$ cat src/acls_pkg.sv
// Package for the append-only counter log: word types, command codes,
// datapath operation codes and controller status. No dependencies.
package acls_pkg;

    localparam int LOG_SLOTS_DEF = 256;
    localparam int MAX_KEYS_DEF  = 64;

    localparam logic [1:0] CMD_GET   = 2'd0;
    localparam logic [1:0] CMD_INC   = 2'd1;
    localparam logic [1:0] CMD_RAISE = 2'd2;
    // Unused code; behaves as a get
    localparam logic [1:0] CMD_SPARE = 2'd3;

    typedef struct packed {
        logic [1:0]  command;
        logic [31:0] key_hash;
        logic [31:0] value;
    } acls_req_t;

    typedef struct packed {
        logic [31:0] count_value;
        logic        record_written;
        logic        compacted;
        logic [8:0]  slots_used;
    } acls_rsp_t;

    // One log slot or one key table entry
    typedef struct packed {
        logic [31:0] key;
        logic [31:0] cnt;
    } acls_rec_t;

    typedef enum logic [3:0] {
        OP_NONE,
        OP_LOAD,
        OP_SCAN_INIT,
        OP_SCAN,
        OP_C_INIT,
        OP_C_RD_LOG,
        OP_C_J0,
        OP_C_TAB,
        OP_C_CMP,
        OP_CP_INIT,
        OP_CP_RD,
        OP_CP_WR,
        OP_CP_END,
        OP_APPEND
    } acls_op_t;

    typedef struct packed {
        logic scan_done;
        logic rescan;
        logic want;
        logic full;
        logic c_more;
        logic j_at_kept;
        logic tab_match;
    } acls_stat_t;

endpackage

$ cat src/acls_ctrl.sv
// Controller for the counter log: sequences scan, compaction, copy-back,
// append and result. Depends on acls_pkg.
module acls_ctrl
    import acls_pkg::*;
(
    input  logic       clk,
    input  logic       rst_n,
    input  logic       start,
    output logic       busy,
    output logic       done,
    output acls_op_t   op,
    input  acls_stat_t stat
);

    typedef enum logic [12:0] {
        ST_IDLE    = 13'b0000000000001,
        ST_SCAN    = 13'b0000000000010,
        ST_DECIDE  = 13'b0000000000100,
        ST_C_INIT  = 13'b0000000001000,
        ST_C_LOOP  = 13'b0000000010000,
        ST_C_WAIT  = 13'b0000000100000,
        ST_C_TAB   = 13'b0000001000000,
        ST_C_CMP   = 13'b0000010000000,
        ST_CP_RD   = 13'b0000100000000,
        ST_CP_WR   = 13'b0001000000000,
        ST_POST    = 13'b0010000000000,
        ST_APPEND  = 13'b0100000000000,
        ST_OUT     = 13'b1000000000000
    } acls_state_t;

    acls_state_t state_reg, state_next;
    logic        rs_reg, rs_next;

    // Hold state
    always_ff @(posedge clk or negedge rst_n)
    begin
        if (!rst_n)
        begin
            state_reg <= ST_IDLE;
            rs_reg    <= 1'b0;
        end
        else
        begin
            state_reg <= state_next;
            rs_reg    <= rs_next;
        end
    end

    // Advance the sequence; rs_reg marks a pending rescan start
    always_comb
    begin
        state_next = state_reg;
        rs_next    = 1'b0;
        op         = OP_NONE;
        case (state_reg)
            ST_IDLE:
            begin
                if (start)
                begin
                    op         = OP_LOAD;
                    state_next = ST_SCAN;
                end
            end
            ST_SCAN:
            begin
                if (rs_reg)
                begin
                    op = OP_SCAN_INIT;
                end
                else
                begin
                    op = OP_SCAN;
                    if (stat.scan_done)
                    begin
                        state_next = stat.rescan ? ST_OUT : ST_DECIDE;
                    end
                end
            end
            ST_DECIDE:
            begin
                if (!stat.want)
                begin
                    state_next = ST_OUT;
                end
                else if (stat.full)
                begin
                    state_next = ST_C_INIT;
                end
                else
                begin
                    state_next = ST_APPEND;
                end
            end
            ST_C_INIT:
            begin
                op         = OP_C_INIT;
                state_next = ST_C_LOOP;
            end
            ST_C_LOOP:
            begin
                if (stat.c_more)
                begin
                    op         = OP_C_RD_LOG;
                    state_next = ST_C_WAIT;
                end
                else
                begin
                    op         = OP_CP_INIT;
                    state_next = ST_CP_RD;
                end
            end
            ST_C_WAIT:
            begin
                op         = OP_C_J0;
                state_next = ST_C_TAB;
            end
            ST_C_TAB:
            begin
                op         = OP_C_TAB;
                state_next = stat.j_at_kept ? ST_C_LOOP : ST_C_CMP;
            end
            ST_C_CMP:
            begin
                op         = OP_C_CMP;
                state_next = stat.tab_match ? ST_C_LOOP : ST_C_TAB;
            end
            ST_CP_RD:
            begin
                if (stat.j_at_kept)
                begin
                    op         = OP_CP_END;
                    state_next = ST_POST;
                end
                else
                begin
                    op         = OP_CP_RD;
                    state_next = ST_CP_WR;
                end
            end
            ST_CP_WR:
            begin
                op         = OP_CP_WR;
                state_next = ST_CP_RD;
            end
            ST_POST:
            begin
                if (stat.full)
                begin
                    rs_next    = 1'b1;
                    state_next = ST_SCAN;
                end
                else
                begin
                    state_next = ST_APPEND;
                end
            end
            ST_APPEND:
            begin
                op = OP_APPEND;
                if (stat.rescan)
                begin
                    rs_next    = 1'b1;
                    state_next = ST_SCAN;
                end
                else
                begin
                    state_next = ST_OUT;
                end
            end
            ST_OUT:
            begin
                state_next = ST_IDLE;
            end
            default:
            begin
                state_next = ST_IDLE;
            end
        endcase
    end

    assign busy = (state_reg != ST_IDLE);
    assign done = (state_reg == ST_OUT);

`ifndef SYNTHESIS
    a_done_idle: assert property (@(posedge clk) disable iff (!rst_n)
        done |=> !busy)
        else $error("result word not followed by idle");
    a_start_busy: assert property (@(posedge clk) disable iff (!rst_n)
        start && !busy |=> busy)
        else $error("accepted word did not raise busy");
    a_rescan_scan: assert property (@(posedge clk) disable iff (!rst_n)
        rs_reg |-> state_reg == ST_SCAN)
        else $error("rescan start outside scan");
`endif

endmodule

$ cat config.mk
export PLATFORM = sky130hd
export DESIGN_NAME = acls_ctrl
export DESIGN_NICKNAME = d
export VERILOG_FILES = /design/src/acls_pkg.sv /design/src/acls_ctrl.sv
export SDC_FILE = /design/constraint.sdc
export NUM_CORES = 1
export LEC_CHECK = 0
export BUFFER_PORTS_ARGS = -buffer_cell sky130_fd_sc_hd__buf_2
export CAP_MARGIN = 10
export CELL_PAD_IN_SITES_DETAIL_PLACEMENT = 1
export CELL_PAD_IN_SITES_GLOBAL_PLACEMENT = 2
export CORE_ASPECT_RATIO = 0.75
export CORE_UTILIZATION = 35
export DETAILED_ROUTE_END_ITERATION = 8
export PLACE_DENSITY_LB_ADDON = 0.2
export SLEW_MARGIN = 30
export SYNTH_ARGS = -nofsm -noshare
export SYNTH_HDL_FRONTEND = slang
export SYNTH_SLANG_ARGS = --single-unit
$ cat constraint.sdc
create_clock -name clk -period 3.9 [get_ports clk]
set_input_delay 0.585 -clock clk [delete_from_list [all_inputs] [get_ports clk]]
set_output_delay 0.585 -clock clk [all_outputs]
set_load 0.01 [all_outputs]
==> summary.md <==
| Metric | Value |
|---|---|
| Drt first pass iters | 4 |
| PwrDens | 496 nW/um2 |
| Die Area | 3050 um2 |
| Total wire length | 2940 um |
| Worst Clk Skew | 0.773 ps |
| Largest cells by area after synthesis | dfrtp_1 33%, nor3_1 4.5%, nor2_1 4.5% |
| Yosys cell types | 50 |
| Post-synthesis cell area | 992 um2 |
| Synth warn | 0 |
| Hold Path Class | in -> async |
| CP Class | reg -> out |
| Synth Area per Inst | 8.78 um2 |
| Setup violations, final | 0 |
| Drt drc | 0 |
| Worst ir drop on vdd | approximately 0.16 mV |
| Nets@finish | roughly 140 |
| Worst reg2reg path startpoint | state_reg[1]$_DFFE_PN0P_ |
| H-tree depth | 1 |
| Chip height | 48.1 um |
| Max reg flops | 13 |
| Gpl congestion | 0.915 |
| Fmax | 340 MHz |
| Number of hold buffers added after cts | 0 |
| Synthesis-to-finish area growth | 15.6% |
| Clk_lat worst skew | ~250 ps |
| Leading area contributor after synthesis | dfrtp_1 |
| GRT Residual Overflow | 0 |
| Post-synthesis sequential area ratio | 0.354 |
| Initial Util | 0.375 |
| DR iter-0 viols | 51 |
| Detail Placement HPWL | 2300 um |
| Ports | 16 |
| CP arrival | between 2000 and 2500 ps |
| Antenna Nets Post-Route | 0 |
| Final critical-path share of the clock period | 0.755 |
| Status | complete, no violations |
| Cell Rows | 16 |
| Via count | 965 |
| Routed WL per cell | 17.7 um |
| Ant diodes | 0 |
| Crit path to | op[2] |
| Setup_tns | 0 ps |
| Post-Synthesis Cells | 113 |
| Max Slew Vio Count | 0 |
| Root Buffer | clkbuf_8 |
| Crit. Startpoint | state_reg[1]$_DFFE_PN0P_ |
| CP Capture Type | output pin |
| Max Root-Sink Buffers | 2 |
| Post-synth top area share | 0.328 |
| Largest net degree at the start of global routing | 15 |
| FF-to-FF End | state_reg[0]$_DFFE_PN1P_ |
| Fillers | 330 |
| First-pass GRT wire length | roughly 4700 um |
| Seq cells post-synth | 14 |
| Worst Path Max Fanout | 11 |
| Slew @ Worst Pin | 670 ps |
| Syn_nets | 123 |
| Clk slew on worst S/H paths | 60 ps |
| Antenna violations before repair | 0 |
| Total GRT Usage | 0.213 |
| Post-cts repair resize count | 0 |
| Slew HR | 0.550 |
| Layout cell share with drive strength beyond 1 | 0.231 |
| # clock sinks | 14 |
| Worst Path Required | around 3300 ps |
| Via/cell ratio | 5.81 |
| Die X | ~63 um |
| R2R Setup Slk | 1750 ps |
| RSZ-0062 raised after global routing | no |
| Final hold violation count | 0 |
| Fin util | 0.434 |
| Post CTS Setup Buffer Count | 0 |
| Core area | between 2000 and 3000 um2 |
| CTS Buf Count | 3 |
| Port Buffers | 15 |
| Static Leak | 0.514 nW |
| Number of max-cap violations | 0 |
| CTS tree | done |
| Vias in the first global route | 934 |
| CP Launch Type | flop |
| Worst R2R Path Depth | 5 |
| Tmin final | 2950 ps |
==> how the worst min path moves through the flow <==
| stage | end | slack, ps | cells past startpoint |
|---|---|---|---|
| 2_1_floorplan | rs_reg$_DFF_PN0_ | 290 | 0 |
| 3_3_place_gp | state_reg[2]$_DFFE_PN0P_ | 510 | 1 |
| 3_5_place_dp | state_reg[2]$_DFFE_PN0P_ | 520 | 1 |
| 4_1_cts | state_reg[4]$_DFFE_PN0P_ | 250 | 1 |
| 5_1_grt | state_reg[4]$_DFFE_PN0P_ | 260 | 1 |
| 6_report | state_reg[2]$_DFFE_PN0P_ | 240 | 1 |
==> report_power, final <==
group	switching (mW)	internal, mW
sequential	0.0323	0.164
combinational	0.145	0.0984
clock	0.0577	0.0725
==> per-layer routing <==
metal  routed length (um)  vias up  track usage
li1                     -      461            -
met1                 1480      477        0.320
met2                 1250       24        0.315
met3                  193        3       0.0304
met4                   23        0       0.0682
met5                    0        -            0
==> stage by stage <==
step	area [um2]	setup WS [ps]	std cells	hold WS, ps	total power [mW]
after floorplan	992	1670	113	289	0.361
after global placement	1100	982	162	511	0.434
after detailed placement	1100	1040	162	516	0.433
after CTS	1140	767	166	245	0.563
after global routing	1150	785	166	257	0.607
final	1150	955	166	235	0.570
==> cell type report <==
type                       instances  area (um2)  area share
inverter                           4        15.0      0.0131
multi-input combinational         93         616       0.537
timing repair buffer              15        75.1      0.0654
clock buffer                       4        45.0      0.0393
tap                               36        45.0      0.0393
sequential                        14         352       0.306
==> cells by family after synthesis <==
family / synth area share
and+or+nand+nor: 0.430
xor gates and xnor gates: 0.0265
AOI/OAI and AO/OA: 0.158
buffers and inverters: 0.0315
DFF: 0.354
==> cell usage in the layout, fill, tap and decap left out, types with 2 or more instances in the layout <==
master,Yosys,layout
nand3_1,5,5
nor3_1,9,9
nor2b_1,3,3
inv_1,4,4
nor4_2,1,2
a21oi_1,4,4
o21ai_0,2,2
dfrtp_1,13,13
nand3b_1,2,2
nand2b_1,5,5
xor2_1,2,2
and4_1,2,2
nand2_1,8,8
buf_2,1,15
nand4_1,3,3
nor2_1,12,12
or4_4,2,2
clkbuf_8,0,3
and3_1,2,2
==> critical path, stage by stage (launching register included) <==
cell	delay (ps)
dfrtp_1	500
or4_1	630
nor3_1	380
and2_1	240
nand2_1	110
nand4bb_1	110
buf_2	140
==> cells in the mapped netlist (all sizes together) <==
| cell | number |
|---|---|
| a32o | 1 |
| dfstp | 1 |
| a22oi | 1 |
| a21boi | 1 |
| nand2b | 5 |
| or4 | 3 |
| dfrtp | 13 |
| inv | 4 |
| nand4bb | 1 |
| nand4 | 3 |
| xor2 | 2 |
| nor4 | 3 |
| a211oi | 1 |
| o211ai | 1 |
| and4b | 1 |
| o22ai | 1 |
| buf | 2 |
| and2 | 1 |
| or2b | 1 |
| nor4b | 1 |
| a31oi | 1 |
| xnor2 | 1 |
| a22o | 1 |
| nor2b | 3 |
| nor3 | 11 |
| or4b | 1 |
| o2111ai | 1 |
| and4 | 2 |
| nand2 | 9 |
| nor2 | 13 |
| o32ai | 1 |
| nand3b | 2 |
| a21oi | 4 |
| nand3 | 5 |
| o41ai | 1 |
| o21ai | 3 |
| a31o | 1 |
| and3 | 2 |
| o32a | 1 |
| a41o | 1 |
| nor3b | 1 |
| nand4b | 1 |
No activity file was read; power rests on OpenSTA's default activity.
